$ cat config.mk
export PLATFORM = sky130hd
export DESIGN_NAME = stable_sorted_priority_queue_unit
export DESIGN_NICKNAME = d
export VERILOG_FILES = /design/src/hdl/sspq_pkg.sv /design/src/hdl/sspq_cell.sv /design/src/hdl/stable_sorted_priority_queue_unit.sv
export VERILOG_INCLUDE_DIRS = /design/src /design/src/hdl
export SDC_FILE = /design/constraint.sdc
export NUM_CORES = 1
export LEC_CHECK = 0
export BUFFER_PORTS_ARGS = -buffer_cell sky130_fd_sc_hd__buf_2
export CAP_MARGIN = 20
export CORE_ASPECT_RATIO = 2
export CORE_MARGIN = 4
export CORE_UTILIZATION = 60
export DETAILED_ROUTE_END_ITERATION = 10
export PLACE_DENSITY = 0.77
export REMOVE_ABC_BUFFERS = 1
export SLEW_MARGIN = 25
export SYNTH_ARGS = -nofsm -noshare
export SYNTH_HDL_FRONTEND = slang
export SYNTH_SLANG_ARGS = --single-unit
$ cat constraint.sdc
create_clock -name aclk -period 6.7 [get_ports aclk]
set_input_delay 1.005 -clock aclk [delete_from_list [all_inputs] [get_ports aclk]]
set_output_delay 1.005 -clock aclk [all_outputs]
set_load 0.02 [all_outputs]
$ cat src/hdl/stable_sorted_priority_queue_unit_macros.svh
// ----------------------------------------------------------------------------
// stable sorted priority queue assertion macros
// Concurrent check macros, compiled out when SYNTH is defined.
// ----------------------------------------------------------------------------
`ifndef STABLE_SORTED_PRIORITY_QUEUE_UNIT_MACROS_SVH
`define STABLE_SORTED_PRIORITY_QUEUE_UNIT_MACROS_SVH

`ifndef SYNTH
`define SSPQ_ASSERT(label, clk, rstn, ante, cons) \
    label: assert property (@(posedge clk) disable iff (!(rstn)) (ante) |-> (cons)) \
        else $error("sspq check failed");
`define SSPQ_ASSERT_NEXT(label, clk, rstn, ante, cons) \
    label: assert property (@(posedge clk) disable iff (!(rstn)) (ante) |=> (cons)) \
        else $error("sspq check failed");
`else
`define SSPQ_ASSERT(label, clk, rstn, ante, cons)
`define SSPQ_ASSERT_NEXT(label, clk, rstn, ante, cons)
`endif

`endif

$ cat src/hdl/sspq_pkg.sv
// ----------------------------------------------------------------------------
// sspq_pkg
// Types and constants shared by the stable sorted priority queue.
// ----------------------------------------------------------------------------
package sspq_pkg;

    localparam int CNT_W = 5;

    localparam logic CMD_ENQ = 1'b0;
    localparam logic CMD_DEQ = 1'b1;

    localparam logic [1:0] ST_OK    = 2'd0;
    localparam logic [1:0] ST_FULL  = 2'd1;
    localparam logic [1:0] ST_EMPTY = 2'd2;

    localparam logic [7:0] EMPTY_VALUE = 8'd120;

    typedef struct packed {
        logic       command;
        logic [7:0] item_value;
        logic [7:0] priority_req;
    } sspq_in_t;

    typedef struct packed {
        logic [1:0]       status;
        logic [7:0]       out_value;
        logic [CNT_W-1:0] occupancy;
    } sspq_out_t;

    typedef struct packed {
        logic enq;
        logic deq;
    } sspq_ctrl_t;

endpackage

$ cat src/hdl/sspq_cell.sv
// ----------------------------------------------------------------------------
// sspq_cell
// One slot of the sorted chain: holds an entry, compares it to the incoming
// priority and takes its own, the new, the left or the right entry.
// ----------------------------------------------------------------------------
module sspq_cell #(
    parameter int PRIO_WIDTH = 8
) (
    input  logic                  aclk,
    input  sspq_pkg::sspq_ctrl_t  ctrl,
    input  logic                  occ,
    input  logic [7:0]            new_value,
    input  logic [PRIO_WIDTH-1:0] new_prio,
    input  logic                  prev_keep,
    input  logic [7:0]            prev_value,
    input  logic [PRIO_WIDTH-1:0] prev_prio,
    input  logic [7:0]            next_value,
    input  logic [PRIO_WIDTH-1:0] next_prio,
    output logic                  keep,
    output logic [7:0]            value,
    output logic [PRIO_WIDTH-1:0] prio
);

    logic [7:0]            value_reg, value_next;
    logic [PRIO_WIDTH-1:0] prio_reg, prio_next;

    assign keep  = occ && (prio_reg >= new_prio);
    assign value = value_reg;
    assign prio  = prio_reg;

    always_comb begin
        value_next = value_reg;
        prio_next  = prio_reg;
        if (ctrl.enq && !keep) begin
            if (prev_keep) begin
                value_next = new_value;
                prio_next  = new_prio;
            end else begin
                value_next = prev_value;
                prio_next  = prev_prio;
            end
        end else if (ctrl.deq) begin
            value_next = next_value;
            prio_next  = next_prio;
        end
    end

    always_ff @(posedge aclk) begin
        value_reg <= value_next;
        prio_reg  <= prio_next;
    end

endmodule

$ cat src/hdl/stable_sorted_priority_queue_unit.sv
// ----------------------------------------------------------------------------
// stable_sorted_priority_queue_unit
// Each request is held in the input register; the chain update and result follow
// once the output is free, and no new request is taken until then.
// Synchronous active-low reset empties the queue and sets capacity to 16.
// ----------------------------------------------------------------------------
`include "stable_sorted_priority_queue_unit_macros.svh"

module stable_sorted_priority_queue_unit #(
    parameter int DEPTH      = 16,
    parameter int PRIO_WIDTH = 8
) (
    input  logic                       aclk,
    input  logic                       aresetn,
    input  logic                       s_valid,
    output logic                       s_ready,
    input  sspq_pkg::sspq_in_t         s_data,
    output logic                       m_valid,
    input  logic                       m_ready,
    output sspq_pkg::sspq_out_t        m_data,
    input  logic                       cfg_valid,
    output logic                       cfg_ready,
    input  logic [sspq_pkg::CNT_W-1:0] cfg_data
);

    localparam int CW = sspq_pkg::CNT_W;

    logic                 busy_reg, busy_next;
    sspq_pkg::sspq_in_t   req_reg, req_next;
    logic [CW-1:0]        cnt_reg, cnt_next;
    logic [CW-1:0]        cap_reg, cap_next;
    logic                 m_valid_reg, m_valid_next;
    sspq_pkg::sspq_out_t  m_data_reg, m_data_next;

    logic                 exec;
    logic                 full;
    logic                 empty;
    logic                 do_enq;
    logic                 do_deq;
    logic [PRIO_WIDTH-1:0] req_prio;
    sspq_pkg::sspq_ctrl_t ctrl;

    logic [7:0]            cell_value [DEPTH];
    logic [PRIO_WIDTH-1:0] cell_prio  [DEPTH];
    logic                  cell_keep  [DEPTH];

    assign s_ready   = !busy_reg;
    assign cfg_ready = 1'b1;
    assign m_valid   = m_valid_reg;
    assign m_data    = m_data_reg;

    assign exec     = busy_reg && (!m_valid_reg || m_ready);
    assign req_prio = PRIO_WIDTH'(req_reg.priority_req);
    assign full     = (cnt_reg >= cap_reg) || (32'(cnt_reg) >= DEPTH);
    assign empty    = (cnt_reg == '0);
    assign do_enq   = exec && (req_reg.command == sspq_pkg::CMD_ENQ) && !full;
    assign do_deq   = exec && (req_reg.command == sspq_pkg::CMD_DEQ) && !empty;
    assign ctrl.enq = do_enq;
    assign ctrl.deq = do_deq;

    // cell chain
    genvar i;
    generate
        for (i = 0; i < DEPTH; i++) begin : g_cell
            logic                  prev_keep;
            logic [7:0]            prev_value;
            logic [PRIO_WIDTH-1:0] prev_prio;
            logic [7:0]            next_value;
            logic [PRIO_WIDTH-1:0] next_prio;
            logic                  occ;

            assign occ = (32'(cnt_reg) > i);

            if (i == 0) begin : g_head
                assign prev_keep  = 1'b1;
                assign prev_value = req_reg.item_value;
                assign prev_prio  = req_prio;
            end else begin : g_body
                assign prev_keep  = cell_keep[i-1];
                assign prev_value = cell_value[i-1];
                assign prev_prio  = cell_prio[i-1];
            end

            if (i == DEPTH - 1) begin : g_tail
                assign next_value = cell_value[i];
                assign next_prio  = cell_prio[i];
            end else begin : g_mid
                assign next_value = cell_value[i+1];
                assign next_prio  = cell_prio[i+1];
            end

            sspq_cell #(
                .PRIO_WIDTH (PRIO_WIDTH)
            ) u_cell (
                .aclk       (aclk),
                .ctrl       (ctrl),
                .occ        (occ),
                .new_value  (req_reg.item_value),
                .new_prio   (req_prio),
                .prev_keep  (prev_keep),
                .prev_value (prev_value),
                .prev_prio  (prev_prio),
                .next_value (next_value),
                .next_prio  (next_prio),
                .keep       (cell_keep[i]),
                .value      (cell_value[i]),
                .prio       (cell_prio[i])
            );
        end
    endgenerate

    always_comb begin
        busy_next    = busy_reg;
        req_next     = req_reg;
        cnt_next     = cnt_reg;
        cap_next     = cap_reg;
        m_valid_next = m_valid_reg;
        m_data_next  = m_data_reg;

        if (cfg_valid && cfg_ready) begin
            cap_next = cfg_data;
        end

        if (m_valid_reg && m_ready) begin
            m_valid_next = 1'b0;
        end

        if (exec) begin
            busy_next    = 1'b0;
            m_valid_next = 1'b1;
            m_data_next.status    = sspq_pkg::ST_OK;
            m_data_next.out_value = 8'd0;
            if (req_reg.command == sspq_pkg::CMD_ENQ) begin
                if (full) begin
                    m_data_next.status = sspq_pkg::ST_FULL;
                end else begin
                    cnt_next = cnt_reg + CW'(1);
                end
            end else begin
                if (empty) begin
                    m_data_next.status    = sspq_pkg::ST_EMPTY;
                    m_data_next.out_value = sspq_pkg::EMPTY_VALUE;
                end else begin
                    m_data_next.out_value = cell_value[0];
                    cnt_next = cnt_reg - CW'(1);
                end
            end
            m_data_next.occupancy = cnt_next;
        end

        if (s_valid && s_ready) begin
            busy_next = 1'b1;
            req_next  = s_data;
        end
    end

    always_ff @(posedge aclk) begin
        if (!aresetn) begin
            busy_reg    <= 1'b0;
            cnt_reg     <= '0;
            cap_reg     <= CW'(16);
            m_valid_reg <= 1'b0;
        end else begin
            busy_reg    <= busy_next;
            cnt_reg     <= cnt_next;
            cap_reg     <= cap_next;
            m_valid_reg <= m_valid_next;
        end
        req_reg    <= req_next;
        m_data_reg <= m_data_next;
    end

    `SSPQ_ASSERT(a_cnt_bound, aclk, aresetn, 1'b1, 32'(cnt_reg) <= DEPTH)
    `SSPQ_ASSERT_NEXT(a_enq_cnt, aclk, aresetn, do_enq, cnt_reg == CW'($past(cnt_reg) + CW'(1)))
    `SSPQ_ASSERT(a_sorted, aclk, aresetn, cnt_reg >= CW'(2), cell_prio[0] >= cell_prio[1])
    `SSPQ_ASSERT(a_empty_res, aclk, aresetn, m_valid && (m_data.status == sspq_pkg::ST_EMPTY), (m_data.occupancy == '0) && (m_data.out_value == sspq_pkg::EMPTY_VALUE))

endmodule
* Yosys cells after proc, flatten, opt, wreduce, memory -nomap -nowiden
Index checks and enable logic that the tools add are counted.
** Cells by class
- $add $sub $neg :: 2
- Order comparisons :: 34
- Muxes and demuxes :: 101
- Bitwise logic cells :: 1
- Reduce and logical (&&, ||, !) cells :: 80
** Operators with widths (count)
- 2-to-1 mux 8 bit :: 90
- >= comparator 8 bit :: 16
- greater-than comparator 5 x 4 -> 1 bit (second input constant) :: 8
- logical AND 1 bit :: 39
- nonzero test 2 bit :: 17
- greater-than comparator 5 x 3 -> 1 bit (second input constant) :: 4
- logical NOT 1 bit :: 20
- 2-to-1 mux 5 bit :: 3
- greater-than comparator 5 x 1 -> 1 bit (second input constant) :: 2
- greater-than comparator 5 x 2 -> 1 bit (second input constant) :: 2
- 2-to-1 mux 7 bit :: 1
- adder 5 x 1 -> 5 bit (second input constant) :: 1
- >= comparator 5 bit :: 1
- >= comparator 5 bit (second input constant) :: 1
- logical NOT 5 bit :: 1
- 2-to-1 mux 1 bit :: 5
- subtractor 5 x 1 -> 5 bit (second input constant) :: 1
- 2-to-1 mux 2 bit :: 2
- logical OR 1 bit :: 2
- OR reduction 2 bit :: 1
- inverter 1 bit :: 1
** Storage, ports and cells
- Register bits after elaboration :: 300
- Input bits :: 27
- Word-level logic and storage cells :: 261

* Longest topological paths before layout
Gate-level depths: netlist (run 1).
- Depth after elaboration :: 7
- Depth in mapped cells :: 12
- Mapped depth without buffers :: 8

* Modules after synthesis
A second synthesis (run 1) with hierarchy kept.
** Second synthesis, totals
- Cells, all modules :: 1547
- Area, all modules :: 20315.7 sq um
** Modules (own cells, without submodules)
- sspq_cell :: instances 16, cells an instance 85, area each 1139.8 sq um, seq. area each 480.5 sq um
- stable_sorted_priority_queue_unit :: instances 1, cells an instance 187, area each 2078.2 sq um, seq. area each 1201.2 sq um

* Worst setup path before layout (run 1)
No wires, ideal clock.
- Kind :: register to register
- Start :: register req_reg (netlist bit g_cell[0].prev_prio[5])
- End :: register g_cell[12].u_cell.prio_reg[0], enable pin
- Setup time :: 0.411 ns
- Data arrival time :: 3.403 ns
- Required time :: 6.289 ns
- Slack :: 2.886 ns
- Cell stages (with the launch flop) :: 10
- Period minus slack after synthesis :: 3.814 ns
- Path through :: edfxtp_1 > inv_1 > ha_1 > a21o_1 > a211oi_1 > o21ai_0 > and2_1 > buf_2 > buf_2 > o21ai_0
** On the way
- Longest elaborated chain between the ends :: 5
** RTL lines
- from (decl) :: line stable_sorted_priority_queue_unit.sv:29 : sspq_pkg::sspq_in_t req_reg, req_next;
- from (signal assigned) :: line stable_sorted_priority_queue_unit.sv:169 : req_reg <= req_next;
- >= comparator 8 bit :: line sspq_cell.sv:27 : assign keep = occ && (prio_reg >= new_prio);
- logical AND 1 bit :: line sspq_cell.sv:27
- logical NOT 1 bit :: line sspq_cell.sv:34 : if (ctrl.enq && !keep) begin
- logical AND 1 bit :: line sspq_cell.sv:34
- nonzero test 2 bit (no line)
- to (signal assigned) :: line sspq_cell.sv:50 : prio_reg <= prio_next;
- to (decl) :: line sspq_cell.sv:25 : logic [PRIO_WIDTH-1:0] prio_reg, prio_next;
No other way between the ends.
A chain may end at the register's enable or synchronous reset.

* Worst setup path after layout (run 1)
- Start :: register req_reg (netlist bit g_cell[0].prev_prio[4])
- End :: register g_cell[4].u_cell.prio_reg[3], enable pin
** On the way
- Longest elaborated chain between the ends :: 5
** RTL lines (line)
- >= comparator 8 bit :: sspq_cell.sv:27
- logical AND 1 bit :: sspq_cell.sv:27
- logical NOT 1 bit :: sspq_cell.sv:34
- logical AND 1 bit :: sspq_cell.sv:34
- nonzero test 2 bit (no line)
- to (signal assigned) :: sspq_cell.sv:50
- to (decl) :: sspq_cell.sv:25
No other way between the ends.

==> impl_results.md, run 1 <==
- First-pass GRT wire length: 78300 um
- Seq/Total Area, Yosys: around 50%
- Storage cell area: roughly 8900 um^2
- ANT nets after route: 0
- Commonest non-fill, non-tap cell in the layout: edfxtp_1
- Final setup violation count: 0
- Clk sink count: 300
- Final period utilization: a little over two thirds
- Critical Path Start Type: flip-flop
- Vias per cell: slightly below 7
- First-pass iteration count of the detailed router: 6
- DR iter-0 viols: approximately 1.2k
- Setup TNS: 0 ps
- Worst slew pin tran: approximately 1100 ps
- Final Hold Viols: 0
- Area Growth Syn to Fin: 7.93%
- Total Routing Usage GR: between 30% and 40%
- Data arrival, critical path: between 4000 and 5000 ps
- # IOs: 45
- Final Slew Violations: 0
- Slew margin rel.: 27.3%
- Clk Latency, worst-skew pair: approximately 560 ps
- Post-CTS sizing: 0
- Yosys cell types: 56
- Placement Rows: between 80 and 90
- LEAKAGE: approximately 8 nW
- Most frequent cells in the layout: edfxtp_1 (288), a21oi_1 (219), mux2i_1 (210), nor2_1 (142), ha_1 (138)
- Clock period minus worst slack: 4650 ps
- Final WL: roughly 52000 um
- # hold bufs at CTS: 0
- Number of flops mapped to enable cells by yosys: between 200 and 300
- Worst hold stages: 2
- Top FF cell, synth: edfxtp_1
- R2R depth: 6
- WS Path Type: reg -> reg
- Die Ht: ~250 um
- H-tree depth: 1
- GPL Wtd Cong: between 0.9 and 1
- Net count, final: 1754
- Mean area per synthesized cell: around 11 um^2
- Post-Synthesis Cells: ~1.6k
- Max cap viols: 0
- Worst Path Required: ~6900 ps
- Die width: roughly 130 um
- Largest net degree at the start of global routing: 60
- Synth area leaders: edfxtp_1 (49%), mux2i_1 (12%), ha_1 (9.7%)
- Worst Setup End Kind: flip-flop
- Share of the synthesized area in the top cell type: between 40% and 50%
- DRC Markers: 0
- Clk buf depth: 3
- Unrepaired setup endpoints after global routing: no
- Initial antenna violation count: 1
- Status: finished, final reports clean
- Core area: 29100 um^2
- TritonCTS Buffers: 26
- Synth Register Bits: 300
- Post-DR wirelength/cell: between 20 and 30 um
- CTS tree: built
- Worst hold-check path type: reg -> reg
- Worst path cell trace: inv_1, ha_1, o2111a_1, a2111oi_2, o221a_2, nand2b_1
- Worst vdd ir: approximately 250 uV
- Vias in the first global route: around 14k
- Leading area contributor after synthesis: edfxtp_1
- Number of inserted diodes: 0
- YS warnings: 0
- IO buf count: 43
- Clock Tree Root: clkbuf_16
- HPWL after DPL: around 38000 um
- Post-synthesis async set-or-reset flop share: 0%
- FMAX: around 220 MHz
- Pre-CTS worst setup slack: 2180 ps
- Clock Pin Slew Worst Setup and Hold Paths: 70 ps
- Skew final: roughly 14 ps
- Post-Syn Area: ~18000 um^2
- CP max FO: 33
- Critical-path top delay cell: edfxtp_1
- Power per cell area: approximately 270 nW/um^2
- DR vias: ~13k
- Fillers: 2307
- Starting Density: 61.2%
- Total congestion overflow: 0
- Post-CTS setup buffers: 0
- Max stage delay on crit path: ~890 ps
- Worst setup margin: between 2000 and 2500 ps
- Die area: 32600 um^2
- Area of the multi-input gates: roughly 8500 um^2
- Layout cell share with drive strength beyond 1: between 10% and 20%
final timing paths:
check                         startpoint                       end  slack (ps)
setup / recovery  g_cell[0].prev_prio[4]  g_cell[4].u_cell.prio[3]        2050
hold / removal                cap_reg[3]                cap_reg[3]         500
setup reg to reg  g_cell[0].prev_prio[4]  g_cell[4].u_cell.prio[3]        2050
hold reg to reg               cap_reg[3]                cap_reg[3]         500
area by class of cell:
type | count | share of cell area (%)
Inverter | 38 | 0.743
Clock buffer | 30 | 3.58
Timing Repair Buffer | 76 | 2.41
Tap cell | 360 | 2.35
Clock inverter | 15 | 0.561
Multi-Input combinational cell | 1147 | 44.1
Sequential cell | 300 | 46.3
where the power goes:
group	total, W	switching (W)	internal, W
clock	0.00148	0.000705	0.000774
sequential	0.00255	0.000205	0.00235
combinational	0.00117	0.000739	0.000436
total	0.00520	0.00165	0.00356
worst max-delay path: cells and delay by family (launching register included):
kind                     cells  cell delay [ps]
buffers and inverters        1              630
AND/OR/NAND/NOR              1              700
AO/OA/AOI/OAI                3             1570
adder cells (fa/ha/maj)      1              470
flip-flops                   1              890
metal layers:
metal / wire, um / vias up / GRT usage, % / share of wire (%)
li1: - / 5995 / - / -
met4: 5770 / 0 / 28.1 / 11
met3: 2700 / 295 / 4.17 / 5.1
met5: 0 / - / 0 / 0
met2: 27200 / 647 / 56.6 / 52
met1: 16800 / 6354 / 31.7 / 32
stage by stage:
stage / hold WS (ps) / std cells / instance area (um^2) / power [W] / util (%)
floorplan: 459 / 1485 / 17400 / 0.00329 / -
global placement: 482 / 1921 / 18400 / 0.00369 / 63.3
detailed placement: 492 / 1921 / 18400 / 0.00373 / 63.3
CTS: 509 / 1966 / 19200 / 0.00518 / 66.0
global route: 513 / 1966 / 19200 / 0.00540 / 66.0
finish: 503 / 1966 / 19200 / 0.00520 / 66.0
logic make-up (layout without fill, tap and decap cells):
group | after synthesis | count (layout) | synth area share (%)
other | 1 | 1 | 0.0211
buffers and inverters | 138 | 159 | 3.23
multiplexers | 265 | 265 | 15.3
AO/OA/AOI/OAI | 429 | 429 | 14.1
adder cells (fa/ha/maj) | 138 | 138 | 9.71
flip-flops | 300 | 300 | 50.0
XOR/XNOR | 2 | 2 | 0.0985
AND/OR/NAND/NOR | 312 | 312 | 7.51
Yosys cell counts, drive strengths merged (2+ instances only):
| cell | n |
|---|---|
| inv | 36 |
| edfxtp | 288 |
| nand2b | 21 |
| a221oi | 7 |
| a2111oi | 4 |
| mux2i | 210 |
| a211oi | 12 |
| o211ai | 3 |
| ha | 138 |
| xnor2 | 2 |
| clkbuf | 66 |
| nor2b | 7 |
| nand4 | 4 |
| a21oi | 221 |
| and3 | 6 |
| o221a | 2 |
| mux2 | 55 |
| o221ai | 6 |
| a31oi | 42 |
| or4 | 3 |
| o31ai | 2 |
| nand3 | 8 |
| nand2 | 101 |
| buf | 34 |
| nor3 | 13 |
| dfxtp | 12 |
| a21o | 6 |
| o22a | 2 |
| o21a | 11 |
| o21ai | 89 |
| o2111ai | 9 |
| clkinv | 2 |
| a211o | 8 |
| and2 | 2 |
| nor2 | 144 |
No activity file was read; power rests on OpenSTA's default activity.
==> inputs of run 2 (changes only) <==
- ABC_AREA: default -> 1
- CORE_UTILIZATION: 60 -> 58
- PLACE_DENSITY: 0.77 -> 0.78
- clock period: 6.7 -> 3.94 ns (I/O delays scaled with it)
==> run 2 against run 1 <==
  * Core utilization fell by 2.0 points
  * Clock skew fell by 2.9 ps
  * Clock power rose by 88%
  * Critical endpoint is now g_cell[8].u_cell.value[0]
  * Critical path type unchanged
  * Register-to-register slack got worse by 1600 ps
  * Flip-flop and latch count did not move
  * Non-clock buffer count rose by 35
  * Wire length rose by 21%
  * Design area rose by 9.9%
  * Cell count rose by 52%
==> impl_results.md, run 2 <==
- LEAKAGE: approximately 10 nW
- Max cap viols: 0
- Power per cell area: approximately 420 nW/um^2
- Worst hold-check path type: in -> reg
- Status: finished, final reports clean
- Final Util: 64.0%
- Starting Density: 58.8%
- Post-Synthesis Cells: ~2.5k
- Initial antenna violation count: 4
- Synth Register Bits: 300
- Number of flops mapped to enable cells by yosys: between 200 and 300
- Pwr Total: between 0.008 and 0.009 W
- Die Ht: 266 um
- Area Growth Syn to Fin: 8.87%
- Layout cell share with drive strength beyond 1: under 10%
- Clock Tree Root: clkbuf_16
- Mean area per synthesized cell: 7.77 um^2
- IO buf count: between 40 and 50
- Post-CTS sizing: 0
- Top FF cell, synth: edfxtp_1
- # hold bufs at CTS: 0
- Synth top cells by count: nand2_1 (1345), edfxtp_1 (288), nand3_1 (247)
- Clk Latency, worst-skew pair: 570 ps
- Critical-path top delay cell: nand2_2
- Post-synthesis async set-or-reset flop share: 0%
- Worst vdd ir: between 300 and 400 uV
- Setup TNS: 0 ps
- WS Path Type: reg -> reg
- Met1 Use GR: 34.4%
- Final WL: roughly 63000 um
- DR vias: 17.3k
- Worst path cell trace: inv_1, buf_12, ha_1, a21oi_1, nand2_1, nand2_1, nand3_1, nand2_2, nand2_8, nand2_1, buf_4
- CTS tree: built
- TritonCTS Buffers: 29
- Total Routing Usage GR: a little over a third
- Critical Path Start Type: flip-flop
- DRC Markers: 0
- Vias per cell: around 5.8
- Post-DR wirelength/cell: ~21 um
- Yosys cell types: 38
- Die width: approximately 140 um
- Core area: between 30000 and 40000 um^2
- Post-CTS setup buffers: 0
- CP most frequent cell: nand2_1
- Post-Syn Area: 19400 um^2
- Clock period minus worst slack: around 3500 ps
- Unrepaired setup endpoints after global routing: no
- Worst Setup End Kind: flip-flop
- Placement Rows: between 90 and 100
- Final period utilization: between 80% and 90%
- Synth area leaders: edfxtp_1 (45%), nand2_1 (26%), ha_1 (8.9%)
- DR iter-0 viols: approximately 1.4k
- Clk buf depth: 3
- First-pass iteration count of the detailed router: 6
- Placed insts: 2934
- Net count, final: 2699
- FMAX: between 200 and 300 MHz
- Data arrival, critical path: roughly 3800 ps
- GRT met2 Usage: ~60%
- Critical path's top delay family: simple AND/OR/NAND/NOR gates
- HPWL after DPL: 46500 um
- Most frequent cells in the layout: nand2_1 (1345), edfxtp_1 (288), nand3_1 (247), ha_1 (138), inv_1 (109)
- H-tree depth: 1
- # IOs: between 40 and 50
- GR Layer Usage met3: 10.4%
- Final Slew Violations: 0
- Commonest non-fill, non-tap cell in the layout: nand2_1
- Clk sink count: 300
- ANT nets after route: 0
- CP bufs+invs: 3
- Seq/Total Area, Yosys: 45.9%
- Share of the synthesized area in the top cell type: between 40% and 50%
- Final setup violation count: 0
- Worst Path Required: between 4000 and 5000 ps
- Count leader, synth: nand2_1
- Leading area contributor after synthesis: edfxtp_1
- First-pass GRT wire length: around 97000 um
- Vias in the first global route: 17.3k
- Largest net degree at the start of global routing: 27
- Die area: between 30000 and 40000 um^2
- Total congestion overflow: 0
- GPL Wtd Cong: around 1
- Clock Pin Slew Worst Setup and Hold Paths: roughly 60 ps
- CP max FO: 18
- Finished Layout Cells: 2989
- Final Hold Viols: 0
- Worst slew pin tran: 1140 ps
- YS warnings: 0
- Skew final: between 10 and 15 ps
- Max stage delay on crit path: around 520 ps
- Layer with the highest usage: met2
- Slew margin rel.: a little under a quarter
## run 2: path summary, 6_finish.rpt
check / end / slack [ps] / startpoint / depth (start not counted)
worst max-delay path: g_cell[8].u_cell.value[0] / 420 / g_cell[0].prev_prio[3] / 11
worst min-delay path: g_cell[0].prev_prio[3] / 200 / s_data[3] / 1
worst max register to register: g_cell[8].u_cell.value[0] / 420 / g_cell[0].prev_prio[3] / 11
worst min register to register: cap_reg[3] / 470 / cap_reg[3] / 2
## run 2: cells by family (layout without fill, tap and decap cells)
logic type,after synthesis,after routing,synth area share [%]
compound gates,117,117,3.48
xor+xnor,3,3,0.136
fa+ha+maj,138,138,8.91
buf+inv,229,290,5.35
flops,300,300,45.9
other cells,1,3,0.0194
simple gates,1706,1706,36.2
## run 2: final cells by class
| type | count | area (um^2) |
|---|---|---|
| Antenna cell | 2 | 5.00 |
| Clock buffer | 34 | 744 |
| Clock inverter | 18 | 168 |
| Fill cell | 2843 | 11800 |
| Inverter | 127 | 510 |
| Multi-Input combinational cell | 1965 | 9460 |
| Sequential cell | 300 | 8890 |
| Tap cell | 432 | 541 |
| Timing Repair Buffer | 111 | 778 |
## run 2: power by group
group	internal, W	switching [W]
sequential	0.00387	0.000253
clock	0.00154	0.00124
combinational	0.000597	0.00136
total	0.00600	0.00286
## run 2: metrics by stage
step	setup WS [ps]	hold WS [ps]	cell area, um^2
6_report	422	200	21100
5_1_grt	288	194	21100
4_1_cts	493	182	21100
3_5_place_dp	544	472	20100
3_3_place_gp	674	467	20100
2_1_floorplan	-535	437	18800
## run 2: worst reg2reg max path, delay by kind of cell, from the launching register on
| family | cells | cell delay (ps) |
|---|---|---|
| flip-flops | 1 | 410 |
| AND/OR/NAND/NOR | 6 | 1380 |
| adder cells (fa/ha/maj) | 1 | 260 |
| AO/OA/AOI/OAI | 1 | 180 |
| buffers and inverters | 3 | 960 |
## run 2: layer usage
metal  up-vias  share of wire [%]  routed length [um]
met4         4                 10                6590
met3       380                 10                6310
met2       979                 49               30700
met1      7727                 31               19600
met5         -              0.043                  27
li1       8230                  -                   -
